<file path="src/rtl/core/u16u8enc_pkg.sv">
`timescale 1ns / 1ps

package u16u8enc_pkg;

  localparam int unsigned CfgAddrW = 4;

  localparam logic [1:0] RegCountOnly    = 2'd0;
  localparam logic [1:0] RegLimitEnabled = 2'd1;
  localparam logic [1:0] RegCapacity     = 2'd2;

  localparam int unsigned StepQDepth = 2;
  localparam int unsigned StepQPtrW  = $clog2(StepQDepth);

  typedef struct packed {
    logic        command;
    logic [15:0] code_unit;
  } in_item_t;

  typedef struct packed {
    logic [7:0]  out_byte;
    logic        byte_valid;
    logic [31:0] total_length;
    logic        stopped;
    logic        last;
  } out_item_t;

  typedef struct packed {
    logic        count_only;
    logic        limit_enabled;
    logic [31:0] capacity;
  } cfg_t;

  // One input item after encoding: up to six new bytes plus status
  typedef struct packed {
    logic [5:0][7:0] bytes;
    logic [2:0]      n;
    logic [31:0]     total;
    logic            stopped;
  } step_t;

endpackage

</file>
<file path="src/rtl/core/u16u8enc_front.sv">
`timescale 1ns / 1ps

module u16u8enc_front (
  input  logic                   clk_i,
  input  logic                   rst_ni,
  input  u16u8enc_pkg::cfg_t     cfg_i,
  input  logic                   accept_i,
  input  u16u8enc_pkg::in_item_t item_i,
  output u16u8enc_pkg::step_t    step_o
);

  localparam logic [7:0] Rep0 = 8'hEF;
  localparam logic [7:0] Rep1 = 8'hBF;
  localparam logic [7:0] Rep2 = 8'hBD;

  logic        pend_q, pend_d;
  logic [9:0]  lead_q, lead_d;
  logic [31:0] bw_q, bw_d;
  logic        stop_q, stop_d;

  logic [15:0]     c;
  logic            is_lead, is_trail, is_surr;
  logic [1:0]      fr_len;
  logic [2:0][7:0] fr_b;
  logic            fr_hold;
  logic [20:0]     cp;
  logic [2:0]      a_len;
  logic [3:0][7:0] a_b;
  logic            b_use;
  logic            a_is_pair;
  logic            limit_on;
  logic [31:0]     room;
  logic            ok_a, ok_b, b_exec, a_put, b_put;
  logic [2:0]      ab_len, add;
  logic [32:0]     sum;

  assign c        = item_i.code_unit;
  assign is_lead  = (c[15:10] == 6'b110110);
  assign is_trail = (c[15:10] == 6'b110111);
  assign is_surr  = is_lead | is_trail;
  assign cp       = {1'b0, lead_q, c[9:0]} + 21'h10000;
  assign limit_on = !cfg_i.count_only && cfg_i.limit_enabled;
  assign room     = (bw_q <= cfg_i.capacity) ? (cfg_i.capacity - bw_q) : 32'd0;

  // Encoding of a unit with no lead held
  always_comb begin
    fr_hold = 1'b0;
    fr_len  = 2'd0;
    fr_b    = '0;
    if (c[15:7] == 9'd0) begin
      fr_len  = 2'd1;
      fr_b[0] = c[7:0];
    end else if (c[15:11] == 5'd0) begin
      fr_len  = 2'd2;
      fr_b[0] = {3'b110, c[10:6]};
      fr_b[1] = {2'b10, c[5:0]};
    end else if (!is_surr) begin
      fr_len  = 2'd3;
      fr_b[0] = {4'b1110, c[15:12]};
      fr_b[1] = {2'b10, c[11:6]};
      fr_b[2] = {2'b10, c[5:0]};
    end else if (is_lead) begin
      fr_hold = 1'b1;
    end else begin
      fr_len  = 2'd3;
      fr_b[0] = Rep0;
      fr_b[1] = Rep1;
      fr_b[2] = Rep2;
    end
  end

  // First character: replacement or surrogate pair; second: fresh unit
  always_comb begin
    a_len     = 3'd0;
    a_b       = '0;
    b_use     = 1'b0;
    a_is_pair = 1'b0;
    if (!stop_q) begin
      if (item_i.command) begin
        if (pend_q) begin
          a_len = 3'd3;
          a_b   = {8'h00, Rep2, Rep1, Rep0};
        end
      end else if (pend_q && is_trail) begin
        a_len     = 3'd4;
        a_is_pair = 1'b1;
        a_b       = {{2'b10, cp[5:0]}, {2'b10, cp[11:6]}, {2'b10, cp[17:12]},
                     {5'b11110, cp[20:18]}};
      end else if (pend_q) begin
        a_len = 3'd3;
        a_b   = {8'h00, Rep2, Rep1, Rep0};
        b_use = 1'b1;
      end else begin
        b_use = 1'b1;
      end
    end
  end

  assign ab_len = a_len + {1'b0, fr_len};
  assign ok_a   = !limit_on || (room[31:3] != 29'd0) || (room[2:0] >= a_len);
  assign ok_b   = !limit_on || (room[31:3] != 29'd0) || (room[2:0] >= ab_len);
  assign b_exec = b_use && ok_a;
  assign a_put  = (a_len != 3'd0) && ok_a;
  assign b_put  = b_exec && (fr_len != 2'd0) && ok_b;
  assign add    = (a_put ? a_len : 3'd0) + (b_put ? {1'b0, fr_len} : 3'd0);
  assign sum    = {1'b0, bw_q} + {30'd0, add};

  always_comb begin
    bw_d   = sum[32] ? 32'hFFFF_FFFF : sum[31:0];
    stop_d = stop_q || ((a_len != 3'd0) && !ok_a) ||
             (b_exec && (fr_len != 2'd0) && !ok_b);
    pend_d = pend_q;
    lead_d = lead_q;
    if (!stop_q) begin
      if (item_i.command) begin
        pend_d = 1'b0;
      end else if (pend_q && a_is_pair) begin
        if (ok_a) pend_d = 1'b0;
      end else if (b_exec) begin
        pend_d = fr_hold;
        if (fr_hold) lead_d = c[9:0];
      end
    end
  end

  always_comb begin
    step_o.bytes   = '0;
    step_o.n       = cfg_i.count_only ? 3'd0 : add;
    step_o.total   = bw_d;
    step_o.stopped = stop_d;
    if (a_put) begin
      step_o.bytes[0] = a_b[0];
      step_o.bytes[1] = a_b[1];
      step_o.bytes[2] = a_b[2];
      step_o.bytes[3] = a_is_pair ? a_b[3] : fr_b[0];
      step_o.bytes[4] = fr_b[1];
      step_o.bytes[5] = fr_b[2];
    end else begin
      step_o.bytes[0] = fr_b[0];
      step_o.bytes[1] = fr_b[1];
      step_o.bytes[2] = fr_b[2];
    end
  end

  always_ff @(posedge clk_i or negedge rst_ni) begin
    if (!rst_ni) begin
      pend_q <= 1'b0;
      lead_q <= '0;
      bw_q   <= '0;
      stop_q <= 1'b0;
    end else if (accept_i) begin
      pend_q <= pend_d;
      lead_q <= lead_d;
      bw_q   <= bw_d;
      stop_q <= stop_d;
    end
  end

endmodule

</file>
<file path="src/rtl/core/u16u8enc_fifo.sv">
`timescale 1ns / 1ps

module u16u8enc_fifo (
  input  logic                clk_i,
  input  logic                rst_ni,
  input  logic                push_i,
  input  u16u8enc_pkg::step_t data_i,
  output logic                full_o,
  input  logic                pop_i,
  output u16u8enc_pkg::step_t data_o,
  output logic                empty_o
);

  localparam int unsigned CntW = $clog2(u16u8enc_pkg::StepQDepth + 1);
  localparam logic [u16u8enc_pkg::StepQPtrW-1:0] LastPtr =
    u16u8enc_pkg::StepQPtrW'(u16u8enc_pkg::StepQDepth - 1);

  u16u8enc_pkg::step_t mem_q [u16u8enc_pkg::StepQDepth];

  logic [u16u8enc_pkg::StepQPtrW-1:0] wr_ptr_q, rd_ptr_q;
  logic [CntW-1:0]                    cnt_q;
  logic                               do_push, do_pop;

  assign full_o  = (cnt_q == CntW'(u16u8enc_pkg::StepQDepth));
  assign empty_o = (cnt_q == '0);
  assign do_push = push_i && !full_o;
  assign do_pop  = pop_i && !empty_o;
  assign data_o  = mem_q[rd_ptr_q];

  always_ff @(posedge clk_i) begin
    if (do_push) mem_q[wr_ptr_q] <= data_i;
  end

  always_ff @(posedge clk_i or negedge rst_ni) begin
    if (!rst_ni) begin
      wr_ptr_q <= '0;
      rd_ptr_q <= '0;
      cnt_q    <= '0;
    end else begin
      if (do_push) wr_ptr_q <= (wr_ptr_q == LastPtr) ? '0 : wr_ptr_q + 1'b1;
      if (do_pop)  rd_ptr_q <= (rd_ptr_q == LastPtr) ? '0 : rd_ptr_q + 1'b1;
      if (do_push && !do_pop) begin
        cnt_q <= cnt_q + 1'b1;
      end else if (do_pop && !do_push) begin
        cnt_q <= cnt_q - 1'b1;
      end
    end
  end

endmodule

</file>
<file path="src/rtl/core/u16u8enc_back.sv">
`timescale 1ns / 1ps

module u16u8enc_back (
  input  logic                    clk_i,
  input  logic                    rst_ni,
  input  logic                    step_valid_i,
  input  u16u8enc_pkg::step_t     step_i,
  output logic                    step_pop_o,
  output logic                    out_valid_o,
  output u16u8enc_pkg::out_item_t out_item_o,
  input  logic                    out_pop_i
);

  logic [7:0][7:0] buf_q, buf_d, w_buf, cmb_buf;
  logic [3:0]      buf_n_q, buf_n_d, w_n, cmb_tot;
  logic [2:0]      left_q, left_d, w_left;
  logic            stat_q, stat_d, w_stat;
  logic [31:0]     total_q, w_total;
  logic            stop_q, w_stop;
  logic            out_valid_q, out_valid_d;
  u16u8enc_pkg::out_item_t out_q, out_d;
  logic            out_free, load, emit;

  assign out_free   = !out_valid_q || out_pop_i;
  assign load       = (left_q == 3'd0) && !stat_q && step_valid_i && out_free;
  assign step_pop_o = load;
  assign cmb_tot    = buf_n_q + {1'b0, step_i.n};

  // backlog bytes first, then this item's bytes
  always_comb begin
    cmb_buf = buf_q;
    case (buf_n_q[1:0])
      2'd0: begin
        for (int i = 0; i < 6; i++) cmb_buf[i] = step_i.bytes[i];
      end
      2'd1: begin
        for (int i = 0; i < 6; i++) cmb_buf[i+1] = step_i.bytes[i];
      end
      default: begin
        for (int i = 0; i < 6; i++) cmb_buf[i+2] = step_i.bytes[i];
      end
    endcase
  end

  always_comb begin
    if (load) begin
      w_buf   = cmb_buf;
      w_n     = cmb_tot;
      w_left  = (cmb_tot > 4'd4) ? 3'd4 : cmb_tot[2:0];
      w_stat  = (cmb_tot == 4'd0);
      w_total = step_i.total;
      w_stop  = step_i.stopped;
    end else begin
      w_buf   = buf_q;
      w_n     = buf_n_q;
      w_left  = left_q;
      w_stat  = stat_q;
      w_total = total_q;
      w_stop  = stop_q;
    end
  end

  assign emit = out_free && ((w_left != 3'd0) || w_stat);

  always_comb begin
    buf_d       = w_buf;
    buf_n_d     = w_n;
    left_d      = w_left;
    stat_d      = w_stat;
    out_d       = out_q;
    out_valid_d = out_valid_q;
    if (out_pop_i) out_valid_d = 1'b0;
    if (emit) begin
      out_valid_d         = 1'b1;
      out_d.total_length  = w_total;
      out_d.stopped       = w_stop;
      if (w_stat) begin
        stat_d           = 1'b0;
        out_d.out_byte   = 8'h00;
        out_d.byte_valid = 1'b0;
        out_d.last       = 1'b1;
      end else begin
        out_d.out_byte   = w_buf[0];
        out_d.byte_valid = 1'b1;
        out_d.last       = (w_left == 3'd1);
        for (int i = 0; i < 7; i++) buf_d[i] = w_buf[i+1];
        buf_n_d = w_n - 4'd1;
        left_d  = w_left - 3'd1;
      end
    end
  end

  always_ff @(posedge clk_i) begin
    buf_q   <= buf_d;
    total_q <= w_total;
    stop_q  <= w_stop;
    out_q   <= out_d;
  end

  always_ff @(posedge clk_i or negedge rst_ni) begin
    if (!rst_ni) begin
      buf_n_q     <= '0;
      left_q      <= '0;
      stat_q      <= 1'b0;
      out_valid_q <= 1'b0;
    end else begin
      buf_n_q     <= buf_n_d;
      left_q      <= left_d;
      stat_q      <= stat_d;
      out_valid_q <= out_valid_d;
    end
  end

  assign out_valid_o = out_valid_q;
  assign out_item_o  = out_q;

endmodule

</file>
<file path="src/rtl/core/utf16_to_utf8_encoder.sv">
`timescale 1ns / 1ps
// UTF-16 to UTF-8 encoder.
// Input queue: push/full carries one item (command, code_unit) per accepted edge.
// Result queue: empty/pop; the oldest result sits on out_item_o while empty is low.
// Each item gives one result per UTF-8 byte (at most four, surplus bytes go out
// first with the next item), or one status-only result when no byte comes out.
// An accepted item's step is queued, then its first result is registered as output.
// Throughput: the result side moves one result item per cycle unless pop is held low;
// an item that gives no byte still takes one status-only result. The front end takes
// an item per cycle into a two-entry queue and stalls only when that queue fills.
// Holding pop low stalls the result register, then the queue, then push via full.
// Reset clears the held lead, byte count, stop flag, backlog and the config registers
// (count_only, limit_enabled and capacity read back as zero).
// Registers (APB, byte address): 0x0 count_only, 0x4 limit_enabled, 0x8 capacity;
// write them only while the block is idle.

module utf16_to_utf8_encoder (
  input  logic                                clk_i,
  input  logic                                rst_ni,
  input  logic                                psel,
  input  logic                                penable,
  input  logic                                pwrite,
  input  logic [u16u8enc_pkg::CfgAddrW-1:0]   paddr,
  input  logic [31:0]                         pwdata,
  output logic [31:0]                         prdata,
  output logic                                pready,
  input  logic                                push,
  output logic                                full,
  input  u16u8enc_pkg::in_item_t              in_item_i,
  output logic                                empty,
  input  logic                                pop,
  output u16u8enc_pkg::out_item_t             out_item_o
);

  logic        count_only_q, limit_enabled_q;
  logic [31:0] capacity_q;
  logic        cfg_wr;
  logic        accept;
  logic        q_full, q_empty, q_pop;
  logic        out_valid;
  u16u8enc_pkg::cfg_t  cfg;
  u16u8enc_pkg::step_t step_in, step_out;

  assign pready = 1'b1;
  assign cfg_wr = psel && penable && pwrite && pready;

  always_ff @(posedge clk_i or negedge rst_ni) begin
    if (!rst_ni) begin
      count_only_q    <= 1'b0;
      limit_enabled_q <= 1'b0;
      capacity_q      <= '0;
    end else if (cfg_wr) begin
      case (paddr[3:2])
        u16u8enc_pkg::RegCountOnly:    count_only_q    <= pwdata[0];
        u16u8enc_pkg::RegLimitEnabled: limit_enabled_q <= pwdata[0];
        u16u8enc_pkg::RegCapacity:     capacity_q      <= pwdata;
        default: ;
      endcase
    end
  end

  always_comb begin
    unique case (paddr[3:2])
      u16u8enc_pkg::RegCountOnly:    prdata = {31'd0, count_only_q};
      u16u8enc_pkg::RegLimitEnabled: prdata = {31'd0, limit_enabled_q};
      u16u8enc_pkg::RegCapacity:     prdata = capacity_q;
      default:                       prdata = '0;
    endcase
  end

  assign cfg.count_only    = count_only_q;
  assign cfg.limit_enabled = limit_enabled_q;
  assign cfg.capacity      = capacity_q;

  assign full   = q_full;
  assign accept = push && !q_full;

  u16u8enc_front u_front (
    .clk_i    (clk_i),
    .rst_ni   (rst_ni),
    .cfg_i    (cfg),
    .accept_i (accept),
    .item_i   (in_item_i),
    .step_o   (step_in)
  );

  u16u8enc_fifo u_fifo (
    .clk_i   (clk_i),
    .rst_ni  (rst_ni),
    .push_i  (accept),
    .data_i  (step_in),
    .full_o  (q_full),
    .pop_i   (q_pop),
    .data_o  (step_out),
    .empty_o (q_empty)
  );

  u16u8enc_back u_back (
    .clk_i        (clk_i),
    .rst_ni       (rst_ni),
    .step_valid_i (!q_empty),
    .step_i       (step_out),
    .step_pop_o   (q_pop),
    .out_valid_o  (out_valid),
    .out_item_o   (out_item_o),
    .out_pop_i    (pop && out_valid)
  );

  assign empty = !out_valid;

endmodule

</file>
<file path="config.mk">
export PLATFORM = sky130hd
export DESIGN_NAME = utf16_to_utf8_encoder
export DESIGN_NICKNAME = d
export VERILOG_FILES = /design/src/rtl/core/u16u8enc_pkg.sv /design/src/rtl/core/u16u8enc_front.sv /design/src/rtl/core/u16u8enc_fifo.sv /design/src/rtl/core/u16u8enc_back.sv /design/src/rtl/core/utf16_to_utf8_encoder.sv
export SDC_FILE = /design/constraint.sdc
export NUM_CORES = 1
export LEC_CHECK = 0
export BUFFER_PORTS_ARGS = -buffer_cell sky130_fd_sc_hd__buf_4
export CORE_MARGIN = 10
export CORE_UTILIZATION = 50
export DETAILED_ROUTE_END_ITERATION = 12
export GPL_TIMING_DRIVEN = 0
export PLACE_DENSITY = 0.68
export REMOVE_ABC_BUFFERS = 1
export SYNTH_ARGS = -nofsm -noshare
export SYNTH_HDL_FRONTEND = slang
export SYNTH_HIERARCHICAL = 1
export SYNTH_SLANG_ARGS = --single-unit
</file>
<file path="constraint.sdc">
create_clock -name clk_i -period 17.8 [get_ports clk_i]
set_clock_uncertainty 0.15 [all_clocks]
set_input_delay 3.56 -clock clk_i [delete_from_list [all_inputs] [get_ports clk_i]]
set_output_delay 3.56 -clock clk_i [all_outputs]
set_load 0.05 [all_outputs]
</file>
# Word level (Yosys, flattened, before mapping)

Memory sizes are Yosys's and may differ from the RTL's.
Cells that the tools add are included.

Flip-flop bits (word level): 231
Memory bits (writable): 168
Input bits: 60
Output and inout bits: 78
Word-level logic and storage cells: 185
Memories: 1

$add $sub $neg: 12
Order comparisons: 4
Equality and inequality tests: 8
Muxes and demuxes: 69
Bitwise operators: 4
Reductions and logical operators: 58

Memory list:

| name         | depth | width | read ports | clocked after Yosys merged registers in | wr ports | RTL line            | source |
|---|---|---|---|---|---|---|---|
| u_fifo.mem_q | 2     | 84    | 1          | 0                                       | 1        | u16u8enc_fifo.sv:18 | `u16u8enc_pkg::step_t mem_q [u16u8enc_pkg::StepQDepth];` |

Operators with widths:

| cell                     | count |
|---|---|
| $mux W32                 | 6 |
| $mux W24                 | 5 |
| $mux W56                 | 2 |
| $pmux W32 S3             | 1 |
| $mux W64                 | 1 |
| $pmux W32 S2             | 1 |
| $mux W8                  | 5 |
| $add A32 B3 Y33          | 1 |
| $le A32 B32 Y1           | 1 |
| $mux W16                 | 2 |
| $pmux W8 S2              | 2 |
| $sub A32 B32 Y32         | 1 |
| $reduce_bool A29 Y1      | 1 |
| $mux W3                  | 9 |
| $mux W1                  | 24 |
| $add A20 B17 Y21 const B | 1 |
| $logic_and A1 B1 Y1      | 21 |
| $mux W2                  | 8 |
| $eq A6 B6 Y1 const B     | 2 |
| $mux W4                  | 3 |
| $logic_not A1 Y1         | 10 |
| $logic_not A9 Y1         | 1 |
| $reduce_bool A3 Y1       | 3 |
| $logic_or A1 B1 Y1       | 7 |
| other kinds (25)         | 37 |

# Longest topological paths before layout

Depth after elaboration: 14
Gate-level depth with buffers: 35
Mapped depth without buffers: 32

# By module

The synthesis kept the hierarchy.

By module, submodules not included:

| module                | times used | cells an instance | area an instance (sq um) | sequential area each (sq um) |
|---|---|---|---|---|
| u16u8enc_back         | 1          | 678               | 6,902.9                  | 3,458.3 |
| u16u8enc_fifo         | 1          | 280               | 6,266.0                  | 5,144.9 |
| u16u8enc_front        | 1          | 849               | 6,108.4                  | 1,101.1 |
| utf16_to_utf8_encoder | 1          | 119               | 1,570.3                  | 850.8 |

# Worst setup path after synthesis

Ideal clock, no wire load.

Path type: input -> register
From: input in_item_i[10] (netlist name)
To: memory u_fifo/mem_q[0][23] (netlist name), data pin
Library setup time: 0.274 ns
Arrival time: 8.951 ns
Required time: 17.376 ns
Path slack: 8.426 ns
Stages: 27
Path buffers: 1
Cells stage by stage: clkbuf_1 -> nor4_1 -> nand2_1 -> nand2_1 -> inv_1 -> fa_1 -> inv_1 -> ha_1 -> a21o_1 -> a21o_1 -> inv_1 -> o221a_2 -> nor4_1 -> ha_1 -> fa_1 -> inv_1 -> fa_1 -> nor2b_1 -> o2111a_1 -> nand2_1 -> nor2_1 -> nand2_1 -> nor2_1 -> and3_1 -> and3_1 -> xnor2_1 -> nand2_1

RTL lines:

| element         | RTL line                    | source |
|---|---|---|
| start, declared | utf16_to_utf8_encoder.sv:29 | `input u16u8enc_pkg::in_item_t in_item_i,` |
| end, declared   | u16u8enc_fifo.sv:18         |  |

# Worst setup path after layout

From: input in_item_i[13] (netlist name)
To: register u_front.bw_q[9]

Longest elaborated chain between the ends: 14
Elaborated cells between the ends (all ways): 32
Those cells by class: add/sub (3); order compare (2); eq/ne (2); mux (13); bitwise (1); reduce/logical (11)

Ends and longest elaborated chain:

| element                                                                | RTL line              | source |
|---|---|---|
| parallel branches: the longest is 11 deep, another holds $add A3 B2 Y3 | -                     |  |
| $add A3 B3 Y3 *                                                        | u16u8enc_front.sv:105 | `assign add = (a_put ? a_len : 3'd0) + (b_put ? {1'b0, fr_len} : 3'd0);` |
| $add A32 B3 Y33 *                                                      | u16u8enc_front.sv:106 | `assign sum = {1'b0, bw_q} + {30'd0, add};` |
| $mux W32 *                                                             | u16u8enc_front.sv:109 | `bw_d = sum[32] ? 32'hFFFF_FFFF : sum[31:0];` |
| end signal, assigned                                                   | u16u8enc_front.sv:154 | `bw_q <= bw_d;` |
| end, declared                                                          | u16u8enc_front.sv:18  | `logic [31:0] bw_q, bw_d;` |

Every way passes the cells marked *.
A chain may end at the register's enable or synchronous reset.

==> flow_metrics.py <==
metrics = {
    "logic_synthesis": {
        "avgSynthCellArea_um2": 10.82,
        "synth.top_cell.area_share": 0.3039,
        "synth_flop_cell": "edfxtp_1",
        "yosys_warnings": 6,
        "synth_edf_count": 211,
        "synthTopCellsByArea": "edfxtp_1 30%, dfrtp_1 11%, dfxtp_1 9.3%",
        "synth_seq_area_share": 0.5063,
        "synth_cell_type_count": 94,
        "ys_ff_latch": 399,
        "synthTopCellsByCount": "247 x nand2_1, 211 x edfxtp_1, 138 x mux2i_1",
        "async_reset_ff_frac": 0.2281,
        "netlist_area_um2": 20850,
        "synth_top_cell_by_area": "edfxtp_1",
        "synthCells": 1926,
        "synth_most_common_cell": "nand2_1",
    },
    "worst_setup_path": {
        "cp.arrival_ns": 11.27,
        "worstSetupPathType": "in -> reg",
        "cp_common_cell": "nand2_1",
        "crit_fanout": 15,
        "crit_slowest_cell": "nor3_1",
        "rr_startpoint": "u_front/bw_q[9]$_DFFE_PN0P_",
        "crit_path_start_kind": "input pin",
        "slowest_delay_ns": 0.96,
        "cp-end-kind": "flip-flop",
        "startpoint": "in_item_i[13]",
        "required_ns": 18.13,
    },
    "timing": {
        "min_period_ns": 10.93,
        "fin_setup_tns_ns": 0,
        "rsz0062_at_grt": "false",
        "slew_violations": 0,
        "relSlewSlack": 0.1468,
        "post-route-period-util": 0.6141,
        "hold_viol_final": 0,
        "finalSetupViolations": 0,
        "fmax_mhz": 91.48,
        "worst_pin_slew_ns": 1.277,
    },
    "pwr": {
        "switchingPower_mw": 1.578,
        "leakage_nw": 9.592,
        "clkPwrFrac": 0.225,
        "finalPower_mw": 4.068,
        "intPower_mw": 2.490,
        "seq_power_share": 0.365,
        "ir_drop_mv": 0.08622,
        "comb_power_share": 0.410,
        "switching_share": 0.3878,
        "power_density_nw_per_um2": 171.7,
    },
    "min_path": {
        "worstHoldStart": "u_back/total_q[14]$_DFF_P_",
        "min_path_type": "reg -> reg",
    },
    "cells_and_area": {
        "fin_nets": 2133,
        "area_growth_pct": 13.62,
        "drive_above_1_share": 0.1619,
        "antenna_cells": 0,
        "stdcell_area_um2": 23690,
    },
    "placed_design": {
        "port_buffers": 134,
        "hpwl_um": 36290,
        "place_area_um2": 22220,
        "routabilityCongestion": 0.9111,
    },
    "global_route": {
        "grtUsageTotal": 0.2055,
        "grt_pass1_vias": 14830,
        "grt_overflow_total": 0,
        "antenna_found_initial": 0,
        "grt_max_degree": 92,
        "grt_pass1_wl_um": 82770,
    },
    "clock_network": {
        "clockRootBuffer": "clkbuf_16",
        "clk_pin_slew_ns": 0.06,
        "cts-resized-gates": 0,
        "numCtsBuffers": 43,
        "insertion_delay_ns": 0.57,
        "tritoncts": "built",
        "htree_levels": 2,
        "cts_setup_buffers": 0,
        "ctsHoldBuffers": 0,
        "clockBufferDepth": 3,
        "clkSinkCount": 399,
    },
    "floorplan": {
        "dieArea_um2": 50260,
        "row_count": 74,
        "start_util": 0.5083,
        "ios": 138,
        "dieWidth_um": 224.2,
        "core_um2": 41020,
        "die_h_um": 224.2,
    },
    "detailed_routing": {
        "route.detailed.drc": 0,
        "avgRoutedWirePerCell_um": 20.46,
        "dr.first_iter.drc_count": 1530,
        "dr.pass1.iters": 5,
        "finalWirelength_um": 52840,
        "ant_nets": 0,
        "vias": 15250,
        "viasPerCell": 5.904,
    },
    "flow_run": {
        "maxCapViolations": 0,
    },
    "status": {
        "status": "finished clean",
    },
}
## cells by family after synthesis
logic type,share of synthesized area
AO/OA/AOI/OAI,0.1211
multiplexers,0.1376
buffers and inverters,0.04093
other,0.0003602
XOR/XNOR,0.01933
flip-flops,0.5063
adder cells (fa/ha/maj),0.03601
AND/OR/NAND/NOR,0.1384
## worst paths after layout
check	to	slack, ns	cells after the start
min reg2reg	u_back/total_q[14]$_DFF_P_	0.29	2
min in group asynchronous	capacity_q[9]$_DFFE_PN0P_	2.94	1
max	u_front/bw_q[9]$_DFFE_PN0P_	6.87	27
max reg2reg	u_front/bw_q[9]$_DFFE_PN0P_	8.24	30
max in group asynchronous	u_fifo/rd_ptr_q$_DFFE_PN0P_	13.83	1
min	u_back/total_q[14]$_DFF_P_	0.29	2
## power by group through the flow
stage	combinational, mW	clock, mW	sequential (mW)
6_report	1.67	0.915	1.49
5_1_grt	1.82	0.971	1.52
4_1_cts	1.66	0.935	1.49
3_5_place_dp	1.64	0	1.50
3_3_place_gp	1.56	0	1.55
2_1_floorplan	1.03	0	1.64
## placed cells by master, fill, tap and decap left out, types with 16 or more instances in the layout
cell type / count
mux2_1: 54
dfrtp_1: 88
inv_1: 68
nand2b_1: 24
mux2i_1: 138
a21oi_1: 104
buf_4: 133
nor3_1: 42
clkbuf_16: 44
nand3_1: 33
o21ai_0: 116
xnor2_1: 37
nor2_1: 79
o21a_1: 16
ha_1: 52
mux2_2: 66
a31oi_1: 19
dfxtp_1: 97
and2_1: 50
o22ai_1: 27
nand4_1: 23
nand2_1: 247
edfxtp_1: 211
## routing by layer
| metal | wire (um) | vias up | part of all wire | track usage |
|---|---|---|---|---|
| li1 | - | 7208 | - | - |
| met1 | 24840 | 7511 | 0.47 | 0.2926 |
| met4 | 812 | 0 | 0.015 | 0.04606 |
| met2 | 24080 | 459 | 0.46 | 0.3204 |
| met5 | 0 | - | 0 | 0 |
| met3 | 3111 | 71 | 0.059 | 0.03671 |
## through the flow
| stage | instances | hold WS (ns) | util | worst slack, ns |
|---|---|---|---|---|
| 2_1_floorplan | 1825 | 0.2643 | - | 8.267 |
| 3_3_place_gp | 2491 | 0.2767 | 0.5348 | 4.873 |
| 3_5_place_dp | 2503 | 0.2820 | 0.5416 | 6.367 |
| 4_1_cts | 2583 | 0.2970 | 0.5772 | 6.969 |
| 5_1_grt | 2583 | 0.3111 | 0.5775 | 6.160 |
| 6_report | 2583 | 0.2915 | 0.5775 | 6.869 |
## sequential cells by signal, summed over array words and instances, names as in the netlist, 2 cells and up
signal,flops
u_fifo/mem_q,168
u_back/buf_q,64
u_back/out_item_o,43
capacity_q,32
u_back/total_q,32
u_front/bw_q,32
u_front/lead_q,10
u_back/buf_n_q,4
u_back/left_q,3
u_fifo/cnt_q,2
## worst max-delay path: cells and delay by family
kind / cells / cell delay (ns)
fa+ha+maj: 4 / 1.55
compound gates: 6 / 1.55
buf+inv: 3 / 0.42
simple gates: 14 / 4.17
## layout make-up
type	instances	area, um2
Clock buffer	62	1259
Fill cell	3447	17330
Timing Repair Buffer	146	1229
Multi-Input combinational cell	1357	9507
Sequential cell	399	10560
Inverter	69	264.0
Clock inverter	18	200.2
Tap cell	532	665.6
Power figures use the tool's default switching activity.
